**src/rtl/spq_pkg.sv**
```systemverilog
`timescale 1ns / 1ps
// ----------------------------------------------------------------------------
// spq_pkg
// Shared types and constants for the stable priority queue: status codes,
// operation codes, controller states and the controller/datapath interface.
// ----------------------------------------------------------------------------
package spq_pkg;

	localparam int CAPACITY_DEF = 16;
	localparam int TAG_BITS_DEF = 16;

	localparam int IN_TAG_W = 16;
	localparam int PRIO_W   = 8;
	localparam int STATUS_W = 2;
	localparam int OCC_W    = 5;

	localparam logic FUNC_INSERT = 1'b0;
	localparam logic FUNC_REMOVE = 1'b1;

	typedef enum logic [STATUS_W-1:0] {
		ST_INSERTED = 2'd0,
		ST_REMOVED  = 2'd1,
		ST_EMPTY    = 2'd2,
		ST_FULL     = 2'd3
	} status_code_t;

	typedef enum logic [2:0] {
		S_IDLE,
		S_DECODE,
		S_INS_NEXT,
		S_INS_CMP,
		S_REM_CAP,
		S_RESP
	} ctrl_state_t;

	typedef struct packed {
		logic capture;
		logic ins_rd;
		logic ins_shift;
		logic ins_place;
		logic set_full;
		logic set_empty;
		logic rem_rd;
		logic rem_take;
		logic out_load;
	} spq_cmd_t;

	typedef struct packed {
		logic is_remove;
		logic full;
		logic empty;
		logic k_zero;
		logic fits;
		logic out_free;
	} spq_stat_t;

endpackage

```
**src/rtl/spq_ram.sv**
```systemverilog
`timescale 1ns / 1ps
// ----------------------------------------------------------------------------
// spq_ram
// Generic single write port, single read port RAM with registered read data.
// ----------------------------------------------------------------------------
module spq_ram #(
	parameter int WIDTH = 24,
	parameter int DEPTH = 16
) (
	input  logic                     clk,
	input  logic                     we,
	input  logic [$clog2(DEPTH)-1:0] waddr,
	input  logic [WIDTH-1:0]         wdata,
	input  logic                     re,
	input  logic [$clog2(DEPTH)-1:0] raddr,
	output logic [WIDTH-1:0]         rdata
);

	logic [WIDTH-1:0] mem_q [DEPTH];
	logic [WIDTH-1:0] rdata_q;

	always_ff @(posedge clk) begin
		if (we) begin
			mem_q[waddr] <= wdata;
		end
		if (re) begin
			rdata_q <= mem_q[raddr];
		end
	end

	assign rdata = rdata_q;

endmodule

```
**src/rtl/spq_ctrl.sv**
```systemverilog
`timescale 1ns / 1ps
// ----------------------------------------------------------------------------
// spq_ctrl
// Controller for the stable priority queue: sequences decode, the backward
// insert shift walk, head removal and the hand-off to the output register.
// ----------------------------------------------------------------------------
module spq_ctrl (
	input  logic              clk,
	input  logic              arst_n,
	input  logic              in_valid,
	output logic              in_stall,
	input  spq_pkg::spq_stat_t stat,
	output spq_pkg::spq_cmd_t  cmd
);

	spq_pkg::ctrl_state_t state_q, state_d;

	always_ff @(posedge clk or negedge arst_n) begin
		if (!arst_n) begin
			state_q <= spq_pkg::S_IDLE;
		end else begin
			state_q <= state_d;
		end
	end

	always_comb begin
		state_d  = state_q;
		cmd      = '0;
		in_stall = 1'b1;
		unique case (state_q)
			spq_pkg::S_IDLE: begin
				in_stall = 1'b0;
				if (in_valid) begin
					cmd.capture = 1'b1;
					state_d     = spq_pkg::S_DECODE;
				end
			end
			spq_pkg::S_DECODE: begin
				if (stat.is_remove) begin
					if (stat.empty) begin
						cmd.set_empty = 1'b1;
						state_d       = spq_pkg::S_RESP;
					end else begin
						cmd.rem_rd = 1'b1;
						state_d    = spq_pkg::S_REM_CAP;
					end
				end else if (stat.full) begin
					cmd.set_full = 1'b1;
					state_d      = spq_pkg::S_RESP;
				end else begin
					state_d = spq_pkg::S_INS_NEXT;
				end
			end
			spq_pkg::S_INS_NEXT: begin
				if (stat.k_zero) begin
					cmd.ins_place = 1'b1;
					state_d       = spq_pkg::S_RESP;
				end else begin
					cmd.ins_rd = 1'b1;
					state_d    = spq_pkg::S_INS_CMP;
				end
			end
			spq_pkg::S_INS_CMP: begin
				if (stat.fits) begin
					cmd.ins_place = 1'b1;
					state_d       = spq_pkg::S_RESP;
				end else begin
					cmd.ins_shift = 1'b1;
					state_d       = spq_pkg::S_INS_NEXT;
				end
			end
			spq_pkg::S_REM_CAP: begin
				cmd.rem_take = 1'b1;
				state_d      = spq_pkg::S_RESP;
			end
			spq_pkg::S_RESP: begin
				if (stat.out_free) begin
					cmd.out_load = 1'b1;
					state_d      = spq_pkg::S_IDLE;
				end
			end
			default: begin
				state_d = spq_pkg::S_IDLE;
			end
		endcase
	end

endmodule

```
**src/rtl/spq_dp.sv**
```systemverilog
`timescale 1ns / 1ps
// ----------------------------------------------------------------------------
// spq_dp
// Datapath for the stable priority queue: circular entry store, head and
// count registers, insert walk pointers, pending result and output register.
// ----------------------------------------------------------------------------
module spq_dp #(
	parameter int CAPACITY = spq_pkg::CAPACITY_DEF,
	parameter int TAG_BITS = spq_pkg::TAG_BITS_DEF
) (
	input  logic                           clk,
	input  logic                           arst_n,
	input  logic                           func,
	input  logic [spq_pkg::IN_TAG_W-1:0]   entry_tag,
	input  logic [spq_pkg::PRIO_W-1:0]     entry_priority,
	output logic                           out_valid,
	input  logic                           out_stall,
	output logic [spq_pkg::STATUS_W-1:0]   status,
	output logic [spq_pkg::IN_TAG_W-1:0]   served_tag,
	output logic [spq_pkg::PRIO_W-1:0]     served_priority,
	output logic [spq_pkg::OCC_W-1:0]      occupancy,
	input  spq_pkg::spq_cmd_t              cmd,
	output spq_pkg::spq_stat_t             stat
);

	localparam int AW = $clog2(CAPACITY);
	localparam int CW = $clog2(CAPACITY + 1);
	localparam int SW = CW + 1;
	localparam int DW = TAG_BITS + spq_pkg::PRIO_W;

	logic [AW-1:0]               head_q;
	logic [CW-1:0]               count_q;
	logic [AW-1:0]               wr_ptr_q;
	logic [CW-1:0]               k_q;
	logic                        func_q;
	logic [TAG_BITS-1:0]         new_tag_q;
	logic [spq_pkg::PRIO_W-1:0]  new_prio_q;

	spq_pkg::status_code_t       res_status_q;
	logic [TAG_BITS-1:0]         res_tag_q;
	logic [spq_pkg::PRIO_W-1:0]  res_prio_q;

	logic                        out_valid_q;
	logic [spq_pkg::STATUS_W-1:0] out_status_q;
	logic [spq_pkg::IN_TAG_W-1:0] out_tag_q;
	logic [spq_pkg::PRIO_W-1:0]  out_prio_q;
	logic [spq_pkg::OCC_W-1:0]   out_occ_q;

	logic [SW-1:0]               tail_sum;
	logic [AW-1:0]               tail_ptr;
	logic [AW-1:0]               rd_ptr;
	logic [AW-1:0]               head_inc;

	logic                        ram_we;
	logic [AW-1:0]               ram_waddr;
	logic [DW-1:0]               ram_wdata;
	logic                        ram_re;
	logic [AW-1:0]               ram_raddr;
	logic [DW-1:0]               ram_rdata;
	logic [TAG_BITS-1:0]         rd_tag;
	logic [spq_pkg::PRIO_W-1:0]  rd_prio;

	// physical slot just past the tail of the circular store
	assign tail_sum = SW'(head_q) + SW'(count_q);
	assign tail_ptr = (tail_sum >= SW'(CAPACITY)) ? AW'(tail_sum - SW'(CAPACITY))
		: AW'(tail_sum);
	assign rd_ptr   = (wr_ptr_q == '0) ? AW'(CAPACITY - 1) : AW'(wr_ptr_q - 1'b1);
	assign head_inc = (head_q == AW'(CAPACITY - 1)) ? '0 : AW'(head_q + 1'b1);

	assign rd_tag  = ram_rdata[DW-1:spq_pkg::PRIO_W];
	assign rd_prio = ram_rdata[spq_pkg::PRIO_W-1:0];

	assign ram_we    = cmd.ins_place | cmd.ins_shift;
	assign ram_waddr = wr_ptr_q;
	assign ram_wdata = cmd.ins_place ? {new_tag_q, new_prio_q} : ram_rdata;
	assign ram_re    = cmd.ins_rd | cmd.rem_rd;
	assign ram_raddr = cmd.rem_rd ? head_q : rd_ptr;

	spq_ram #(
		.WIDTH(DW),
		.DEPTH(CAPACITY)
	) u_store (
		.clk   (clk),
		.we    (ram_we),
		.waddr (ram_waddr),
		.wdata (ram_wdata),
		.re    (ram_re),
		.raddr (ram_raddr),
		.rdata (ram_rdata)
	);

	always_ff @(posedge clk or negedge arst_n) begin
		if (!arst_n) begin
			head_q      <= '0;
			count_q     <= '0;
			out_valid_q <= 1'b0;
		end else begin
			if (cmd.ins_place) begin
				count_q <= CW'(count_q + 1'b1);
			end else if (cmd.rem_take) begin
				count_q <= CW'(count_q - 1'b1);
				head_q  <= head_inc;
			end
			if (cmd.out_load) begin
				out_valid_q <= 1'b1;
			end else if (!out_stall) begin
				out_valid_q <= 1'b0;
			end
		end
	end

	always_ff @(posedge clk) begin
		if (cmd.capture) begin
			func_q     <= func;
			new_tag_q  <= TAG_BITS'(entry_tag);
			new_prio_q <= entry_priority;
			wr_ptr_q   <= tail_ptr;
			k_q        <= count_q;
		end
		if (cmd.ins_shift) begin
			wr_ptr_q <= rd_ptr;
			k_q      <= CW'(k_q - 1'b1);
		end
		if (cmd.ins_place) begin
			res_status_q <= spq_pkg::ST_INSERTED;
			res_tag_q    <= '0;
			res_prio_q   <= '0;
		end
		if (cmd.set_full) begin
			res_status_q <= spq_pkg::ST_FULL;
			res_tag_q    <= '0;
			res_prio_q   <= '0;
		end
		if (cmd.set_empty) begin
			res_status_q <= spq_pkg::ST_EMPTY;
			res_tag_q    <= '0;
			res_prio_q   <= '0;
		end
		if (cmd.rem_take) begin
			res_status_q <= spq_pkg::ST_REMOVED;
			res_tag_q    <= rd_tag;
			res_prio_q   <= rd_prio;
		end
		if (cmd.out_load) begin
			out_status_q <= res_status_q;
			out_tag_q    <= spq_pkg::IN_TAG_W'(res_tag_q);
			out_prio_q   <= res_prio_q;
			out_occ_q    <= spq_pkg::OCC_W'(count_q);
		end
	end

	assign stat.is_remove = (func_q == spq_pkg::FUNC_REMOVE);
	assign stat.full      = (count_q == CW'(CAPACITY));
	assign stat.empty     = (count_q == '0);
	assign stat.k_zero    = (k_q == '0);
	assign stat.fits      = (rd_prio <= new_prio_q);
	assign stat.out_free  = !out_valid_q || !out_stall;

	assign out_valid       = out_valid_q;
	assign status          = out_status_q;
	assign served_tag      = out_tag_q;
	assign served_priority = out_prio_q;
	assign occupancy       = out_occ_q;

endmodule

```
**src/rtl/stable_priority_queue_top.sv**
```systemverilog
`timescale 1ns / 1ps
// ----------------------------------------------------------------------------
// stable_priority_queue_top
// Bounded stable priority queue held in a circular RAM in service order.
// Operation: remove runs decode, head read and capture, then loads the result; an empty
// remove or full refusal loads it after decode; insert walks back, moving up each entry of greater priority value.
// Flow: one item at a time, next item taken in the cycle after the result loads.
// Reset: asynchronous, clears count, head and output valid; RAM is not cleared.
// ----------------------------------------------------------------------------
module stable_priority_queue_top #(
	parameter int CAPACITY = spq_pkg::CAPACITY_DEF,
	parameter int TAG_BITS = spq_pkg::TAG_BITS_DEF
) (
	input  logic                         clk,
	input  logic                         arst_n,
	input  logic                         in_valid,
	output logic                         in_stall,
	input  logic                         func,
	input  logic [spq_pkg::IN_TAG_W-1:0] entry_tag,
	input  logic [spq_pkg::PRIO_W-1:0]   entry_priority,
	output logic                         out_valid,
	input  logic                         out_stall,
	output logic [spq_pkg::STATUS_W-1:0] status,
	output logic [spq_pkg::IN_TAG_W-1:0] served_tag,
	output logic [spq_pkg::PRIO_W-1:0]   served_priority,
	output logic [spq_pkg::OCC_W-1:0]    occupancy
);

	spq_pkg::spq_cmd_t  cmd;
	spq_pkg::spq_stat_t stat;

	spq_ctrl u_ctrl (
		.clk      (clk),
		.arst_n   (arst_n),
		.in_valid (in_valid),
		.in_stall (in_stall),
		.stat     (stat),
		.cmd      (cmd)
	);

	spq_dp #(
		.CAPACITY (CAPACITY),
		.TAG_BITS (TAG_BITS)
	) u_dp (
		.clk             (clk),
		.arst_n          (arst_n),
		.func            (func),
		.entry_tag       (entry_tag),
		.entry_priority  (entry_priority),
		.out_valid       (out_valid),
		.out_stall       (out_stall),
		.status          (status),
		.served_tag      (served_tag),
		.served_priority (served_priority),
		.occupancy       (occupancy),
		.cmd             (cmd),
		.stat            (stat)
	);

	// one item at a time
	a_busy_after_accept: assert property (@(posedge clk) disable iff (!arst_n)
		in_valid && !in_stall |=> in_stall)
		else $error("item accepted while previous item in progress");

	a_served_zero: assert property (@(posedge clk) disable iff (!arst_n)
		out_valid && status != spq_pkg::ST_REMOVED |-> served_tag == '0 && served_priority == '0)
		else $error("served fields nonzero without a removal");

	a_full_occ: assert property (@(posedge clk) disable iff (!arst_n)
		out_valid && status == spq_pkg::ST_FULL |-> occupancy == spq_pkg::OCC_W'(CAPACITY))
		else $error("full refusal with wrong occupancy");

	a_empty_occ: assert property (@(posedge clk) disable iff (!arst_n)
		out_valid && status == spq_pkg::ST_EMPTY |-> occupancy == '0)
		else $error("empty report with nonzero occupancy");

endmodule
```
**config.mk**
```make
export PLATFORM = sky130hd
export DESIGN_NAME = stable_priority_queue_top
export DESIGN_NICKNAME = d
export VERILOG_FILES = /design/src/rtl/spq_pkg.sv /design/src/rtl/spq_ram.sv /design/src/rtl/spq_ctrl.sv /design/src/rtl/spq_dp.sv /design/src/rtl/stable_priority_queue_top.sv
export SDC_FILE = /design/constraint.sdc
export NUM_CORES = 1
export LEC_CHECK = 0
export BUFFER_PORTS_ARGS = -buffer_cell sky130_fd_sc_hd__buf_2
export CAP_MARGIN = 20
export CORE_MARGIN = 4
export CORE_UTILIZATION = 46
export DETAILED_ROUTE_END_ITERATION = 6
export PLACE_DENSITY = 0.68
export SETUP_SLACK_MARGIN = 0.2
export SYNTH_ARGS = -nofsm -noshare
export SYNTH_HDL_FRONTEND = slang
export SYNTH_SLANG_ARGS = --single-unit
```
**constraint.sdc**
```tcl
create_clock -name clk -period 7 [get_ports clk]
set_input_delay 0.35 -clock clk [delete_from_list [all_inputs] [get_ports clk]]
set_output_delay 0.35 -clock clk [all_outputs]
set_load 0.05 [all_outputs]
```
======== Word-level counts from Yosys, hierarchy flattened ========
Memories as Yosys holds them, arrays and structs flattened. A register that Yosys moved wholly into a read port is not among the register bits.
Cells that the tools add are included.
operators by class
  add/subtract/negate cells ............... 7
  order comparisons ....................... 2
  equal/unequal tests ..................... 10
  mux-type cells .......................... 53
  bitwise gates (word level) .............. 3
  reductions and logical operators ........ 13
operators by type and width
  kind                                                                                  number
  16-bit 2-to-1 mux                                                                     4
  8-bit 2-to-1 mux                                                                      4
  24-bit 2-to-1 mux                                                                     1
  4-bit 2-to-1 mux                                                                      6
  1-bit 2-to-1 mux                                                                      21
  3-bit 2-to-1 mux                                                                      7
  5-bit 2-to-1 mux                                                                      4
  3-bit one-hot mux with 6 select lines                                                 1
  5-bit logical NOT                                                                     2
  5-bit by 1-bit subtractor with 5-bit output (second input constant)                   2
  8-bit <= comparator                                                                   1
  2-bit 2-to-1 mux                                                                      4
  4-bit by 1-bit subtractor with 4-bit output (second input constant)                   2
  4-bit by 5-bit adder with 6-bit output                                                1
  3-bit by 2-bit == test with 1-bit output (second input constant)                      2
  3-bit == test (second input constant)                                                 2
  6-bit by 5-bit greater-or-equal comparator with 1-bit output (second input constant)  1
  5-bit by 1-bit adder with 5-bit output (second input constant)                        1
  5-bit == test (second input constant)                                                 1
  4-bit by 1-bit adder with 4-bit output (second input constant)                        1
  4-bit == test (second input constant)                                                 1
  4-bit logical NOT                                                                     1
  2-bit != test (second input constant)                                                 2
  2-bit AND reduction                                                                   2
  11 further kinds                                                                      14
word-level totals
  register bits ........................... 104
  RAM bits ................................ 384
  input bits .............................. 29
  output and inout bits ................... 33
  logic and storage cells ................. 105
  memories kept ........................... 1
memories
  memory              words  bits a word  rd ports  clocked after Yosys merged registers in  wr ports  RTL line       RTL
  u_dp.u_store.mem_q  16     24           1         1                                        1         spq_ram.sv:19  logic [WIDTH-1:0] mem_q [DEPTH];

======== Depth between registers and ports, before layout ========
  depth in word-level cells ............... 7
  gate-level depth with buffers ........... 15
  mapped depth without buffers ............ 14

======== Modules after synthesis ========
From an unflattened synthesis, not the netlist that was laid out.
second synthesis, totals
  cells, all modules ...................... 967
  area total of the unflattened synthesis .. 19,775.2 um2
modules (own cells, without submodules)
  module    times used  cells an instance  area each (um2)  sequential area each (um2)
  spq_ram   1           636                15,170.8         12,251.8
  spq_dp    1           292                4,310.4          2,962.8
  spq_ctrl  1           39                 294.0            75.1

======== Worst setup path after synthesis ========
Ideal clock, no wire load.
  kind .................................... flip-flop to flip-flop
  start ................................... register u_dp.k_q[0]
  end ..................................... memory u_dp.u_store.mem_q[1][0], enable pin
  setup time .............................. 0.466 ns
  arrival ................................. 3.747 ns
  required time ........................... 6.534 ns
  setup slack ............................. 2.787 ns
  cell stages (with the launch flop) ...... 8
  buffers on the path ..................... 1
  clock period less this slack ............ 4.213 ns
  cells stage by stage .................... edfxtp_1 > inv_1 > ha_1 > nor3b_1 > nor2b_1 > o21ai_1 > clkbuf_1 > nor4_1
between the ends
  cells in the longest elaborated chain, start to end .. 6
RTL lines
  item                                    RTL line        RTL
  from (decl)                             spq_dp.sv:34    logic [CW-1:0] k_q;
  from (signal assigned)                  spq_dp.sv:118   k_q <= count_q;
  from (signal assigned)                  spq_dp.sv:122   k_q <= CW'(k_q - 1'b1);
  5-bit logical NOT                       spq_dp.sv:155   assign stat.k_zero = (k_q == '0);
  1-bit 2-to-1 mux                        spq_ctrl.sv:55  if (stat.k_zero) begin
  1-bit one-hot mux with 2 select lines   spq_ctrl.sv:30  unique case (state_q)
  1-bit OR                                spq_dp.sv:73    assign ram_we = cmd.ins_place | cmd.ins_shift;
  1-bit 2-to-1 mux                        spq_ram.sv:23   if (we) begin
  1-bit 2-to-1 mux (implied by the code)  spq_ram.sv:24   mem_q[waddr] <= wdata;
  to (decl)                               spq_ram.sv:19
No other way between the ends.

======== Final worst setup path ========
  start ................................... register u_dp.u_store.rdata_q[1], in the netlist u_dp.u_store.rdata[1] (read register of u_dp.u_store.mem_q)
  end ..................................... register u_dp.res_tag_q[15], enable pin
between the ends
  cells in the longest elaborated chain, start to end .. 4
RTL lines
  item                                   RTL line        RTL
  from (decl)                            spq_ram.sv:20   logic [WIDTH-1:0] rdata_q;
  8-bit <= comparator                    spq_dp.sv:156   assign stat.fits = (rd_prio <= new_prio_q);
  1-bit 2-to-1 mux                       spq_ctrl.sv:64  if (stat.fits) begin
  1-bit one-hot mux with 2 select lines  spq_ctrl.sv:30
  4-bit nonzero test (no line)           --
  to (signal assigned)                   spq_dp.sv:141   res_tag_q <= rd_tag;
  to (decl)                              spq_dp.sv:40    logic [TAG_BITS-1:0] res_tag_q;
No other way between the ends.
A chain may end at the register's enable or synchronous reset.

==> metrics.sh <==
MAX-VDD-IR-DROP_V=0.000306
NETLIST_TOP_CELLS_COUNT='sky130_fd_sc_hd__edfxtp_1 (497), sky130_fd_sc_hd__nand2_1 (190), sky130_fd_sc_hd__a21oi_1 (183)'
DP.CELLS=1930
YOSYS-TOP-CELLS-AREA='sky130_fd_sc_hd__edfxtp_1 (74%), sky130_fd_sc_hd__a21oi_1 (4.6%), sky130_fd_sc_hd__a221oi_1 (4.2%)'
POWER_DENSITY_nW_PER_UM2=481
CTS_HTREE_LEVELS=2
FLOORPLAN.DIE_AREA_UM2=47100
TIMING.CRITICAL_PATH.TO_TYPE='flip-flop'
CP_NUM_BUF_INV=1
SYNTH_AREA_UM2=20100
GRT-OVFL-TOTAL=0
SYNTHARSTFLOPSHARE=0.0254
SHARE_COMB_OF_TOTAL_POWER=0.353
ANTENNA_LEFT=0
TIMING.SETUP.TNS_PS=0
FMAX_MHz=246
POSTCTSRESIZEDCELLS=0
CELLINTERNALPOWER_mW=7.00
TIMING.FINAL.CRIT_SHARE=0.581
VIAS_PER_CELL=5.83
POWER.CLOCK.FRACTION=0.236
HOLD_PATH.CLASS='primary input to flip-flop'
SLEW_VIOLATIONS=0
CLK_LATENCY_PS=590
SEQ_POWER_SHARE=0.411
SYNTH_EDF_COUNT=497
PORT-BUFFER-COUNT=61
CRITPATHLAUNCH='u_dp.u_store.rdata[1]'
SYNTHTOLAYOUTAREAGROWTH_PCT=15.1
DRTPASS1ITERATIONS=5
RUN_STATUS='finished clean'
CORE_REGION_AREA_UM2=43100
DIE_H_UM=217
CTS-ROOT-TO-SINK-BUFFERS=3
GRTUSAGETOTAL=0.198
CLK_TRANSITION_REPORTED_PATHS_PS=60
DETAIL_ROUTE.ITER0.VIOLATIONS=1262
POWER.NET_SWITCHING_mW=4.11
SW_FRAC_OF_TOTAL=0.370
GRT_SETUP_UNREPAIRED='no'
YS_SEQ_AREA_FRAC=0.761
IOPINCOUNT=62
PLACEMENT.CELL_AREA_UM2=21200
WIRELENGTH_UM=47000
FIN_SKEW_PS=22.4
SYNTH_LARGEST_AREA_CELL='sky130_fd_sc_hd__edfxtp_1'
MAXSLEWHEADROOM=0.290
TIMING_WORST_SLEW_PIN_VALUE_PS=1060
YOSYSUNIQUECELLTYPES=47
WORST_HOLD_LAUNCH='out_stall'
GRT_PASS1_WL_UM=71500
TIMING.CRITICAL_PATH.ARRIVAL_PS=4080
YOSYS.CELL_COUNT.TOP_TYPE='sky130_fd_sc_hd__edfxtp_1'
WORSTPATHREQUIRED_PS=7020
SYN-INSTANCE-COUNT=1329
LARGEST_FANOUT_ON_THE_CRITICAL_PATH=29
TIMING.CRITICAL_PATH.MAX_DELAY_FAMILY='simple AND/OR/NAND/NOR gates'
CRITPATHKIND='flip-flop to flip-flop'
START_UTIL=0.466
POST-ROUTE-MIN-PERIOD_PS=4060
DETAILED_ROUTE_VIA_COUNT=11900
GRT_ANTENNA_BEFORE_REPAIR=1
HIGHEST_CELL_DELAY_ON_THE_WORST_TIMING_PATH_PS=980
DESIGN.FINAL.NETS=1476
POST_ROUTE_STANDARD_CELL_AREA_EXCLUDING_FILLERS_UM2=23100
SYNTH.NET_COUNT=1381
CLOCKROOTBUFFER='sky130_fd_sc_hd__clkbuf_16'
TIMING.FINAL.HOLD_VIOLATIONS=0
POST_DRT_WL_PER_CELL_UM=23.0
DIODES=0
WORST_R2R_STARTPOINT='u_dp.u_store.rdata[1]'
FINALSETUPVIOLCOUNT=0
CHIPWIDTH_UM=217
SYNTH-SEQ-CELLS=512
FINALWEIGHTEDCONGESTION=0.777
ROWS=76
LAYOUT.CORE_UTILIZATION=0.537
HPWL_UM=24200
FINAL_LAYOUT_SIZE_SUFFIX_GT1_FRAC=0.146
FINISH.CELL_COUNT_WITHOUT_FILLERS=2047
LEAKAGE_nW=7.94
CLOCK-SINKS=512
YOSYS_MOST_USED_DFF='sky130_fd_sc_hd__edfxtp_1'
YOSYS_WARNINGS=0
GRT_START_MAX_NET_PINS=104
CRITICAL_PATH.CELL_CHAIN='ha_1 -> nor2b_1 -> o211ai_1 -> a21oi_1 -> o31a_1 -> nor2_1 -> inv_2 -> nand3_1'
CP-START-KIND='flip-flop'
DRV.MAX_CAP_VIOLATION_COUNT=0
CP_SLOWEST_CELL='sky130_fd_sc_hd__nand3_1'
POWER_AFTER_LAYOUT_mW=11.1
CTS-BUFFERS-INSERTED=50
DETAIL_ROUTE.DRC_VIOLATIONS=0
SYN-MEAN-INSTANCE-AREA_UM2=15.1
GRT_PASS1_VIAS=11800
SYNTH_LARGEST_TYPE_AREA_FRACTION=0.743
CTS_SETUP_BUFFERS=0
CLOCK_TREE_FROM_TRITONCTS='yes'
-- per-layer routing --
| layer | wire, µm | global-route usage | up-vias |
|---|---|---|---|
| li1 | - | - | 5339 |
| met1 | 19200 | 0.266 | 6023 |
| met2 | 23100 | 0.335 | 490 |
| met3 | 3470 | 0.0330 | 86 |
| met4 | 1200 | 0.0604 | 0 |
| met5 | 0 | 0 | - |
-- stage by stage --
step	hold slack [ps]	setup slack, ps
after floorplan	54.4	2790
after global placement	265	2970
after detailed placement	267	2920
after CTS	75.0	2890
after global routing	88.8	2630
final	97.6	2940
-- power groups by stage --
stage / logic, mW / registers [mW] / clock network (mW)
finish: 3.92 / 4.57 / 2.62
global route: 4.29 / 4.60 / 2.81
CTS: 3.91 / 4.56 / 2.66
detailed placement: 3.87 / 4.62 / 0
global placement: 3.77 / 4.61 / 0
floorplan: 2.59 / 4.62 / 0
-- state kept, by name, summed over array words and instances, names as in the netlist --
signal / flops
u_dp.served_priority: 8
u_dp.out_valid: 1
u_dp.ram_waddr: 4
u_dp.u_store.mem_q: 384
u_dp.status: 2
u_dp.head_q: 4
u_dp.new_tag_q: 16
u_dp.count_q: 5
u_dp.k_q: 5
u_dp.func_q: 1
u_ctrl.state_q: 3
u_dp.new_prio_q: 8
u_dp.served_tag: 16
u_dp.res_status_q: 2
u_dp.res_prio_q: 8
u_dp.occupancy: 5
u_dp.res_tag_q: 16
u_dp.u_store.rdata: 24
-- cell type report --
cell class | count | area, µm²
clock inverters | 28 | 283
multi-input cells | 705 | 4470
clock buffers | 62 | 1330
repair buffers | 126 | 896
well taps | 585 | 732
flip-flops and latches | 512 | 15300
fillers | 3389 | 20000
inverters | 29 | 109
-- tightest hold or removal path, delay by kind of cell --
family	cells	cell delay, ps
buffers and inverters	1	140
AND/OR/NAND/NOR	2	150
-- cells in the final DEF, fill, tap and decap left out, types with 11 or more instances in the layout --
| cell | n |
|---|---|
| sky130_fd_sc_hd__edfxtp_1 | 497 |
| sky130_fd_sc_hd__nand2_1 | 190 |
| sky130_fd_sc_hd__a21oi_1 | 182 |
| sky130_fd_sc_hd__a221oi_1 | 96 |
| sky130_fd_sc_hd__buf_2 | 61 |
| sky130_fd_sc_hd__clkbuf_16 | 51 |
| sky130_fd_sc_hd__buf_4 | 36 |
| sky130_fd_sc_hd__inv_1 | 28 |
| sky130_fd_sc_hd__o21ai_0 | 27 |
| sky130_fd_sc_hd__dlygate4sd3_1 | 26 |
| sky130_fd_sc_hd__or4_1 | 24 |
| sky130_fd_sc_hd__and3_1 | 23 |
| sky130_fd_sc_hd__mux2i_1 | 22 |
| sky130_fd_sc_hd__ha_1 | 21 |
| sky130_fd_sc_hd__mux2_2 | 20 |
| sky130_fd_sc_hd__dfrtp_1 | 13 |
| sky130_fd_sc_hd__nor2_1 | 11 |
| sky130_fd_sc_hd__xnor2_1 | 11 |
-- repair_timing --
| action | CTS | global route |
|---|---|---|
| endpoints found under the setup margin | 0 | 0 |
| hold endpoints to repair | 38 | 0 |
| hold buffers | 26 | 0 |
-- logic make-up (layout without fill, tap and decap cells) --
group,count (synthesis),count (layout),synth area share
buf+inv,112,245,0.0221
simple gates,291,291,0.0670
flops,512,512,0.761
xor+xnor,11,11,0.00480
compound gates,334,334,0.105
mux,46,46,0.0242
fa+ha+maj,23,23,0.0151
-- path summary, 6_finish.rpt --
check                                     endpoint  slack (ps)  cells past startpoint
max                             u_dp.res_tag_q[15]        2940                      8
min                                 u_dp.out_valid         100                      3
max reg2reg                     u_dp.res_tag_q[15]        2940                      8
min reg2reg                u_dp.served_priority[3]         420                      0
max in group asynchronous           u_dp.head_q[0]        6560                      2
min in group asynchronous           u_dp.out_valid         200                      2
No activity file was read; power rests on OpenSTA's default activity.
